File: src/hw/rtl/kwm_pkg.sv
// ----------------------------------------------------------------------------
// kwm_pkg
// Shared types and constants of the k-way merge engine: word layouts,
// action codes, controller states and the command/status bundles.
// ----------------------------------------------------------------------------
package kwm_pkg;

	localparam int KWM_LISTS      = 8;
	localparam int KWM_LIST_DEPTH = 256;

	localparam logic [3:0] KWM_LISTS_IN_USE_RST = 4'd8;
	localparam logic       KWM_IDX_LISTS_IN_USE = 1'b0;

	typedef enum logic [1:0] {
		ACT_APPEND = 2'd0,
		ACT_POP    = 2'd1,
		ACT_CLEAR  = 2'd2
	} kwm_action_e;

	typedef enum logic [1:0] {
		ST_IDLE,
		ST_EXEC,
		ST_REFILL
	} kwm_state_e;

	typedef struct packed {
		logic [1:0]         action;
		logic [2:0]         list_number;
		logic signed [31:0] value;
	} kwm_req_t;

	typedef struct packed {
		logic signed [31:0] merged_value;
		logic [2:0]         source_list;
		logic               all_empty;
	} kwm_rsp_t;

	typedef struct packed {
		logic capture;
		logic do_append;
		logic do_clear;
		logic do_pop;
		logic do_refill;
	} kwm_cmd_t;

	typedef struct packed {
		logic [1:0] action;
		logic       refill_needed;
		logic       out_busy;
	} kwm_sts_t;

endpackage

File: src/hw/rtl/kwm_ctrl.sv
// ----------------------------------------------------------------------------
// kwm_ctrl
// Sequencer of the merge engine: takes one request word at a time, issues
// the execute command and, after a pop from a list with more elements, the head refill command.
// ----------------------------------------------------------------------------
module kwm_ctrl (
	input  logic             clk,
	input  logic             arst_n,
	input  logic             req_valid,
	output logic             req_ready,
	input  kwm_pkg::kwm_sts_t sts,
	output kwm_pkg::kwm_cmd_t cmd
);
	import kwm_pkg::*;

	kwm_state_e state_q;
	kwm_state_e state_d;

	always_ff @(posedge clk or negedge arst_n) begin
		if (!arst_n) begin
			state_q <= ST_IDLE;
		end else begin
			state_q <= state_d;
		end
	end

	always_comb begin
		state_d = state_q;
		unique case (state_q)
			ST_IDLE: begin
				if (req_valid) begin
					state_d = ST_EXEC;
				end
			end
			ST_EXEC: begin
				if (sts.action == ACT_POP) begin
					if (!sts.out_busy) begin
						state_d = sts.refill_needed ? ST_REFILL : ST_IDLE;
					end
				end else begin
					state_d = ST_IDLE;
				end
			end
			ST_REFILL: begin
				state_d = ST_IDLE;
			end
			default: begin
				state_d = ST_IDLE;
			end
		endcase
	end

	always_comb begin
		req_ready     = (state_q == ST_IDLE);
		cmd.capture   = (state_q == ST_IDLE) && req_valid;
		cmd.do_append = (state_q == ST_EXEC) && (sts.action == ACT_APPEND);
		cmd.do_clear  = (state_q == ST_EXEC) && (sts.action == ACT_CLEAR);
		cmd.do_pop    = (state_q == ST_EXEC) && (sts.action == ACT_POP) && !sts.out_busy;
		cmd.do_refill = (state_q == ST_REFILL);
	end

`ifndef NO_ASSERTIONS
	a_cmd_onehot: assert property (@(posedge clk) disable iff (!arst_n)
		$onehot0({cmd.do_append, cmd.do_clear, cmd.do_pop, cmd.do_refill}))
		else $error("more than one datapath command");

	a_refill_after_pop: assert property (@(posedge clk) disable iff (!arst_n)
		cmd.do_refill |-> $past(cmd.do_pop))
		else $error("refill without a preceding pop");

	a_capture_exec: assert property (@(posedge clk) disable iff (!arst_n)
		cmd.capture |=> (state_q == ST_EXEC))
		else $error("captured word not executed");
`endif

endmodule

File: config.mk
export PLATFORM = sky130hd
export DESIGN_NAME = kwm_ctrl
export DESIGN_NICKNAME = d
export VERILOG_FILES = /design/src/hw/rtl/kwm_pkg.sv /design/src/hw/rtl/kwm_ctrl.sv
export SDC_FILE = /design/constraint.sdc
export NUM_CORES = 1
export LEC_CHECK = 0
export ABC_CLOCK_PERIOD_IN_PS = 1440
export BUFFER_PORTS_ARGS = -buffer_cell sky130_fd_sc_hd__buf_2
export CORE_AREA = 3 3 40 42
export CTS_BUF_LIST = sky130_fd_sc_hd__clkbuf_8 sky130_fd_sc_hd__clkbuf_16
export DETAILED_ROUTE_END_ITERATION = 10
export DIE_AREA = 0 0 43 45
export SETUP_SLACK_MARGIN = 0.2
export SYNTH_ARGS = -nofsm -noshare
export SYNTH_HDL_FRONTEND = slang
export SYNTH_SLANG_ARGS = --single-unit
File: constraint.sdc
create_clock -name clk -period 1.44 [get_ports clk]
set_clock_uncertainty 0.1 [all_clocks]
set_input_delay 0.288 -clock clk [delete_from_list [all_inputs] [get_ports clk]]
set_output_delay 0.288 -clock clk [all_outputs]
set_load 0.01 [all_outputs]
==> qor.csv, run 1 <==
metric,value,unit
WL per Instance,8.10,µm
CTS buffer count,3,
overall power,0.000336,W
Least-Margin Pin Slew,0.173,ns
number of vias per cell,3.65,
largest net degree at the start of global routing,5,
gr ovfl total,0,
Critical Path RT,1.05,ns
hold path depth,2,
crit path DAT,1.04,ns
die area,0.00194,mm²
fraction of layout cells with a size suffix above 1,69.7,%
R2R cell count,3,
fill count,147,
max reg flops,2,
final hold vios,0,
die width,43,µm
power per cell area,1080,mW/mm²
CP Capture Type,primary output,
Root Driver,clkbuf_8,
slew margin rel.,88.4,%
sequential-to-total area share from yosys stat,35.4,%
clk buf depth,2,
I/O Pins,13,
vias in the first global route,181,
Setup CP Type,flop to primary output,
Synthesized Nets,21,
P_leak,0.149,nW
Diodes inserted,0,
GPL Wtd Cong,0.641,
register area,50.0,µm²
Iter 0 DRT Violations,0,
Worst setup SP type,flop,
dpl hpwl,320,µm
Syn Inst Count,14,
Die Height,45,µm
DR pass1 iterations,1,
CTS sink cnt,2,
"Most flops, register",state_q,
Initial Util,11.0,%
detailed-route DRC error count,0,
largest registers,state_q: 2 flops,
Yosys warning total,0,
Unique masters post-synth,11,
Layout area overhead,119,%
Tmin final,1.43,ns
"Max FO, Critical Path",4,
layout net count,42,
maxcap violations,0,
synthesized cell area,141,µm²
area of the multi-input gates,101,µm²
H-tree Lvls,1,
clk_lat worst skew,0.20,ns
Hold Path Class,input port to flop,
max-slew violation count,0,
DR vias,175,
global-route wire length before repair,648,µm
RSZ-0062 raised after global routing,yes,
fmax,702,MHz
final non-filler cell total,48,
final setup fails,0,
Clock transition at path regs,0.03,ns
initial antenna violation count,0,
Setup TNS,0,ns
Detailed Route WL,389,µm
"antenna viol nets, final",0,
status,"finished, final reports clean",
Mean Syn Cell Area,10.1,µm²
"FF+latch count, synth",2,
period utilization,99.0,%
Cells after DPL,41,
CTS tree,yes,
GR Util All Layers,4.67,%
VDD IR max,369,µV
core area,0.00128,mm²
Port Buffers,12,
std cell rows,13,
## timing repair
action | CTS | global route
pin swaps | 1 | 0
gates resized for setup | 3 | 0
buffers inserted | 3 | 0
setup endpoints to repair | 6 | 6
hold endpoints to repair | 2 | 0
hold buffers | 1 | 0
## synth_stat cells (all sizes together)
master | n | area share [%]
nor4b | 1 | 11
and2b | 1 | 6.2
and2 | 1 | 4.4
a21oi | 1 | 3.5
nand4b | 1 | 6.2
dfrtp | 2 | 35
nand2b | 3 | 19
nor2 | 1 | 2.7
nor3b | 1 | 5.3
nor3 | 2 | 7.1
## per-layer routing
| layer | track usage [%] | vias up | routed length, µm |
|---|---|---|---|
| li1 | - | 90 | - |
| met1 | 4.11 | 80 | 123 |
| met2 | 8.98 | 5 | 229 |
| met3 | 3.59 | 0 | 36 |
| met4 | 0 | 0 | 0 |
| met5 | 0 | - | 0 |
## logic make-up after synthesis
kind of cell,Yosys count,share of synthesized area [%]
AO/OA/AOI/OAI,1,3.54
AND/OR/NAND/NOR,11,61.1
flip-flops,2,35.4
## placed cells by master, fill, tap and decap left out
| cell | instances |
|---|---|
| nor4b_2 | 1 |
| nand2b_4 | 1 |
| buf_2 | 11 |
| dlygate4sd3_1 | 1 |
| nand4b_1 | 1 |
| nor3b_2 | 1 |
| clkbuf_8 | 3 |
| a21oi_1 | 1 |
| nand2b_1 | 2 |
| buf_4 | 3 |
| dfrtp_1 | 2 |
| nor2_1 | 1 |
| buf_6 | 1 |
| nor3_2 | 1 |
| nor3_1 | 1 |
| and2_1 | 1 |
| and2b_2 | 1 |
## worst max-delay path, cell delays in order (launching register included)
cell	delay [ns]
dfrtp_1	0.38
nand2b_4	0.16
nor3b_2	0.14
buf_2	0.15
## report_power, final
group	switching [W]	total [W]	internal, W
Combinational	0.0000255	0.0000584	0.0000329
Clock	0.0000372	0.000213	0.000176
Sequential	0.00000434	0.0000642	0.0000599
Total	0.0000671	0.000336	0.000269
## through the flow
step	hold WS (ns)	instance area [µm²]	worst slack [ns]	util, %
floorplan	-0.108	141	0.203	-
global placement	-0.0264	220	0.185	17.1
detailed placement	-0.0250	220	0.174	17.1
CTS	0.193	310	0.0161	24.1
global route	0.211	310	-0.0588	24.1
finish	0.192	310	0.0148	24.1
## cell type report
cell class	instances	area share (%)
Multi-Input combinational cell	12	32.7
Tap cell	15	6.05
Sequential cell	2	16.1
Clock buffer	3	13.3
Timing Repair Buffer	16	31.9
## worst paths after layout
| check | start | endpoint | slack (ns) |
|---|---|---|---|
| worst max register to register | state_q[1] | state_q[1] | 0.35 |
| worst max-delay path | state_q[1] | cmd[2] | 0.01 |
| max in group asynchronous | arst_n | state_q[0] | 0.84 |
| worst min register to register | state_q[1] | state_q[0] | 0.45 |
| worst min-delay path | sts[0] | state_q[1] | 0.19 |
| min in group asynchronous | arst_n | state_q[1] | 0.30 |
Power figures use the tool's default switching activity.
==> inputs of run 2 (changes only) <==
--- a/config.mk
+++ b/config.mk
@@ -5,8 +5,10 @@
 export SDC_FILE = /design/constraint.sdc
 export NUM_CORES = 1
 export LEC_CHECK = 0
+export ABC_AREA = 1
 export ABC_CLOCK_PERIOD_IN_PS = 1440
 export BUFFER_PORTS_ARGS = -buffer_cell sky130_fd_sc_hd__buf_2
+export CAP_MARGIN = 20
 export CORE_AREA = 3 3 40 42
 export CTS_BUF_LIST = sky130_fd_sc_hd__clkbuf_8 sky130_fd_sc_hd__clkbuf_16
 export DETAILED_ROUTE_END_ITERATION = 10
==> run 2 against run 1 <==
Net effect: the flow now finishes with violations (setup timing); final cell count up 23%; utilization up 0.68 points; global-route usage up 0.32 points; power up 3.3%; register-to-register slack about the same; critical endpoint is now cmd[3].
==> qor.csv, run 2 <==
metric,value,unit,change
Placement Setup Slack,0.188,ns,+0.0148 ns
Final WS setup,-0.00200,ns,-0.0168 ns
"Most flops, register",state_q,,
CP Capture Type,primary output,,
H-tree Lvls,1,,unchanged
Synthesized Nets,31,,+48%
max incr delay on CP,0.41,ns,+0.03 ns
crit path DAT,1.05,ns,about the same
GR Util All Layers,4.99,%,+0.32 points
Syn Inst Count,24,,+10
post-placement cell area,238,µm²,+8.0%
R2R Setup Slk,0.35,ns,about the same
Critical Path RT,1.05,ns,about the same
Critical Path Source,state_q[1],,
post-synth top area share,31.5,%,-3.9 points
CTS tree,yes,,
WL per Instance,7.05,µm,-13%
global-route wire length before repair,676,µm,+4.3%
layout net count,53,,+26%
std cell rows,13,,unchanged
Setup CP Type,flop to primary output,,
most frequent cells after synthesis,"inv_1, nand2_1, nor2_1",,
fmax,693,MHz,-1.2%
failing checks,setup timing,,
Root Driver,clkbuf_8,,
Iter 0 DRT Violations,1,,+1
Final Cell Area,319,µm²,+2.8%
Clock transition at path regs,0.03,ns,about the same
Die Height,45,µm,unchanged
clk buf depth,2,,unchanged
core area,0.00128,mm²,unchanged
Port Buffers,12,,unchanged
main area contributors after synthesis,"dfrtp_1, inv_1, nand2_1",,
final core occ,24.8,%,+0.68 points
CP max stage cell,dfrtp_1,,
Least-Margin Pin Slew,0.159,ns,-0.0140 ns
period utilization,100,%,+1.2 points
"delay-heaviest family, CP",flip-flops,,
Setup TNS,-0.00200,ns,-0.00200 ns
initial antenna violation count,0,,unchanged
"FF+latch count, synth",2,,unchanged
final hold vios,0,,unchanged
Initial Util,12.4,%,+1.4 points
CTS buffer count,3,,unchanged
Layout area overhead,101,%,
max reg flops,2,,unchanged
number of vias per cell,3.44,,-5.6%
slew margin rel.,89.4,%,+0.96 points
"Max FO, Critical Path",3,,-1
detailed-route DRC error count,0,,unchanged
Yosys warning total,0,,unchanged
largest registers,state_q: 2 flops,,
Diodes inserted,0,,unchanged
P_leak,0.197,nW,+32%
DR vias,203,,+16%
gr ovfl total,0,,unchanged
Unique masters post-synth,10,,-1
synthesized cell area,159,µm²,+12%
GPL Wtd Cong,0.661,,+3.1%
vias in the first global route,204,,+13%
Synth Flop Type,dfrtp_1,,
I/O Pins,13,,unchanged
Worst setup SP type,flop,,
"antenna viol nets, final",0,,unchanged
number of enable flip-flop cells after synthesis,0,,unchanged
crit path buf inv count,2,,+1
die width,43,µm,unchanged
fill count,149,,+1.4%
sequential-to-total area share from yosys stat,31.5,%,-3.9 points
CTS sink cnt,2,,unchanged
max-slew violation count,0,,unchanged
maxcap violations,0,,unchanged
die area,0.00194,mm²,unchanged
status,finished with violations,,
worst setup path end,cmd[3],,
Reg-to-Reg End,state_q[0],,
final setup fails,1,,+1
RSZ-0062 raised after global routing,yes,,
overall power,0.000347,W,+3.3%
R2R Path Start,state_q[0],,
power per cell area,1090,mW/mm²,+0.47%
largest net degree at the start of global routing,4,,-1
cell taking the most area after synthesis,dfrtp_1,,
Hold Path Class,input port to flop,,
worst-path cell chain,"nor2_4, inv_2, nor3_2, buf_2",,
Tmin final,1.44,ns,+0.0168 ns
"leading cell types in the layout, fill and taps excluded","buf_2, inv_1, nand2_1",,
Crit. path cell count,4,,+1
Detailed Route WL,416,µm,+6.9%
most numerous cell in the Yosys netlist,inv_1,,
fraction of layout cells with a size suffix above 1,59.1,%,-11 points
R2R cell count,6,,+3
clk_lat worst skew,0.21,ns,about the same
async set or reset register ratio after synthesis,100,%,unchanged
VDD IR max,359,µV,-2.8%
DR pass1 iterations,2,,+1
Mean Syn Cell Area,6.62,µm²,-34%
"most common cell after layout, fill and taps aside",buf_2,,
## run 2: routing by layer
layer  vias up  share of wire, %  global-route usage [%]
met3         0               9.6                    2.79
met2         9                52                    8.08
met5         -                 0                       0
met4         0                 0                    5.42
met1        87                38                    4.08
li1        107                 -                       -
## run 2: worst min path at each step
stage               startpoint  cells after the start  slack, ns         end
global placement        arst_n                      1      -0.03  state_q[0]
floorplan               arst_n                      0      -0.11  state_q[0]
CTS                     sts[1]                      3       0.21  state_q[1]
finish                  sts[1]                      3       0.21  state_q[1]
global route            sts[1]                      3       0.22  state_q[1]
detailed placement      arst_n                      1      -0.03  state_q[0]
## run 2: where the power goes
| group | internal, W | leakage [nW] | switching, W | total, W |
|---|---|---|---|---|
| sequential | 0.0000598 | 0.0263 | 0.00000342 | 0.0000632 |
| clock | 0.000176 | 0.0216 | 0.0000387 | 0.000215 |
| combinational | 0.0000357 | 0.149 | 0.0000333 | 0.0000690 |
## run 2: what timing repair did
action | in CTS | in global routing
setup endpoints to repair | 6 | 6
hold endpoints to repair | 2 | 0
hold buffers | 1 | 0
buffers inserted | 3 | 1
pin swaps | 6 | 5
gates resized for setup | 1 | 0
## run 2: cells by family (layout without fill, tap and decap cells)
family                 after synthesis  count (layout)  synth area share (%)
DFF                                  2               2                  31.5
buffers and inverters                8              28                  18.9
and+or+nand+nor                     14              14                  49.6
## run 2: worst register-to-register path, stage by stage (launching register included)
cell,delay [ns]
dfrtp_1,0.40
inv_2,0.08
nor2_4,0.04
buf_4,0.13
buf_4,0.12
nand3_1,0.06
nand2_1,0.05
## run 2: area by class of cell
type | instances | area (µm²) | area share [%]
Sequential cell | 2 | 50.0 | 15.7
Clock buffer | 3 | 41.3 | 12.9
Multi-Input combinational cell | 14 | 78.8 | 24.7
Timing Repair Buffer | 17 | 100 | 31.4
Inverter | 8 | 30.0 | 9.41
Tap cell | 15 | 18.8 | 5.88
## run 2: metrics by stage
step                      std cells  hold slack, ns
after CTS                        58           0.207
final                            59           0.208
after detailed placement         51         -0.0256
after global routing             59           0.216
after floorplan                  24          -0.108
after global placement           51         -0.0262
==> inputs of run 3 (changes only) <==
--- a/config.mk
+++ b/config.mk
@@ -13,7 +13,7 @@
 export CTS_BUF_LIST = sky130_fd_sc_hd__clkbuf_8 sky130_fd_sc_hd__clkbuf_16
 export DETAILED_ROUTE_END_ITERATION = 10
 export DIE_AREA = 0 0 43 45
-export SETUP_SLACK_MARGIN = 0.2
+export SETUP_SLACK_MARGIN = 0.4
 export SYNTH_ARGS = -nofsm -noshare
 export SYNTH_HDL_FRONTEND = slang
 export SYNTH_SLANG_ARGS = --single-unit
==> run 3 against run 2 <==
Net effect: the flow still finishes with violations (setup timing); non-clock buffer count unchanged; sequential share of layout area decreased by 1.1 points; utilization increased by 1.8 points; fmax decreased by 0.65%; clock power about the same; final area increased by 7.5%; global-route usage decreased by 0.16 points.
==> qor.csv, run 3 (synthesized netlist as in run 2, its figures left out) <==
metric,value,unit,change
slew margin rel.,89.0,%,-0.40 points
status,finished with violations,,
sw frac,22.3,%,+0.62 points
final non-filler cell total,59,,unchanged
"most common cell after layout, fill and taps aside",buf_2,,
Initial Util,12.4,%,unchanged
largest registers,state_q: 2 flops,,
"leading cell types in the layout, fill and taps excluded","buf_2, inv_1, nand2_1",,
crit path DAT,1.06,ns,about the same
Critical Path RT,1.05,ns,about the same
number of vias per cell,3.32,,-3.4%
Setup TNS,-0.0115,ns,-0.00950 ns
H-tree Lvls,1,,unchanged
clk buf depth,2,,unchanged
maxcap violations,0,,unchanged
Port Buffers,12,,unchanged
detailed-route DRC error count,0,,unchanged
Setup CP Type,flop to primary output,,
"Most flops, register",state_q,,
final hold vios,0,,unchanged
Sequential Power Share,18.1,%,about the same
DR pass1 iterations,4,,+2
Root Driver,clkbuf_8,,
Combinational Power Share,20.1,%,+0.2 points
clock power share,61.8,%,about the same
Hold Path Class,input port to flop,,
Die Height,45,µm,unchanged
CP Capture Type,primary output,,
final setup fails,1,,unchanged
fmax,689,MHz,-0.65%
vias in the first global route,156,,-24%
GR Util All Layers,4.83,%,-0.16 points
layout net count,53,,unchanged
largest net degree at the start of global routing,4,,unchanged
Worst setup SP type,flop,,
fraction of layout cells with a size suffix above 1,68.2,%,+9.1 points
Diodes inserted,0,,unchanged
Final WS setup,-0.0115,ns,-0.00950 ns
WL per Instance,7.63,µm,+8.2%
"Max FO, Critical Path",3,,unchanged
clk_lat worst skew,0.21,ns,about the same
failing checks,setup timing,,
gr ovfl total,0,,unchanged
max reg flops,2,,unchanged
die width,43,µm,unchanged
max incr delay on CP,0.38,ns,-0.03 ns
fill count,139,,-6.7%
Detailed Route WL,450,µm,+8.2%
initial antenna violation count,0,,unchanged
switching pwr,0.0000779,W,+3.3%
VDD IR max,272,µV,-24%
GPL Wtd Cong,0.690,,+4.5%
max-slew violation count,0,,unchanged
P_leak,0.197,nW,+0.12%
Int Power,0.000271,W,-0.37%
period utilization,101,%,+0.66 points
CP max stage cell,dfrtp_1,,
"antenna viol nets, final",0,,unchanged
R2R Setup Slk,0.31,ns,-0.04 ns
DR vias,196,,-3.4%
Cells after DPL,51,,unchanged
core area,0.00128,mm²,unchanged
global-route wire length before repair,621,µm,-8.1%
power per cell area,1020,mW/mm²,-6.5%
Iter 0 DRT Violations,8,,+7
die area,0.00194,mm²,unchanged
Hold WS,0.219,ns,+0.0110 ns
Tmin final,1.45,ns,+0.00950 ns
worst-path cell chain,"inv_2, nor2_4, inv_2, nor3_2, buf_2",,
std cell rows,13,,unchanged
Layout area overhead,116,%,
I/O Pins,13,,unchanged
dpl hpwl,326,µm,
Clock transition at path regs,0.03,ns,about the same
CTS tree,yes,,
CTS sink cnt,2,,unchanged
most frequent CP cell,inv_2,,
Least-Margin Pin Slew,0.165,ns,+0.00604 ns
CTS buffer count,3,,unchanged
RSZ-0062 raised after global routing,yes,,
-- run 3: metal layers --
metal	wire [µm]	track usage (%)	part of all wire [%]
met5	0	0	0
met4	0	7.23	0
met3	44	1.20	9.8
met2	199	5.99	44
met1	206	5.54	46
-- run 3: path summary, 6_finish.rpt --
check                      cells past startpoint       start    endpoint
max                                            5  state_q[0]      cmd[3]
min                                            3      sts[1]  state_q[1]
max reg2reg                                    6  state_q[0]  state_q[1]
min reg2reg                                    3  state_q[0]  state_q[0]
max in group asynchronous                      2      arst_n  state_q[1]
min in group asynchronous                      2      arst_n  state_q[0]
-- run 3: cell type report --
class | count | area [µm²] | area share (%)
Sequential cell | 2 | 50.0 | 14.6
Timing Repair Buffer | 17 | 114 | 33.2
Tap cell | 15 | 18.8 | 5.47
Multi-Input combinational cell | 14 | 88.8 | 25.9
Inverter | 8 | 30.0 | 8.76
Clock buffer | 3 | 41.3 | 12.0
-- run 3: critical path: cells and delay by family, from the launching register on --
family	cells	cell delay, ns
buf+inv	3	0.26
flops	1	0.38
simple gates	2	0.22
-- run 3: power by group through the flow --
stage / Sequential [W] / Clock [W] / Combinational [W]
after floorplan: 0.0000633 / 0 / 0.0000308
after global placement: 0.0000636 / 0 / 0.0000520
after detailed placement: 0.0000636 / 0 / 0.0000526
after CTS: 0.0000631 / 0.000224 / 0.0000619
after global routing: 0.0000636 / 0.000235 / 0.0000770
final: 0.0000631 / 0.000215 / 0.0000701
-- run 3: metrics by stage --
step                cell area [µm²]  setup slack, ns   power, W  util [%]
floorplan                       161            0.291  0.0000941         -
global placement                240            0.224   0.000116      18.7
detailed placement              240            0.214   0.000116      18.7
CTS                             319         -0.00531   0.000349      24.8
global route                    343          -0.0939   0.000375      26.7
finish                          343          -0.0115   0.000349      26.7
-- run 3: timing repair --
| item | CTS | global route |
|---|---|---|
| setup buffers | 2 | 2 |
| gates resized for setup | 3 | 2 |
| pin swaps | 2 | 4 |
| setup endpoints to repair | 6 | 8 |
| endpoints found under the hold margin | 2 | 0 |
| hold buffers | 1 | 0 |
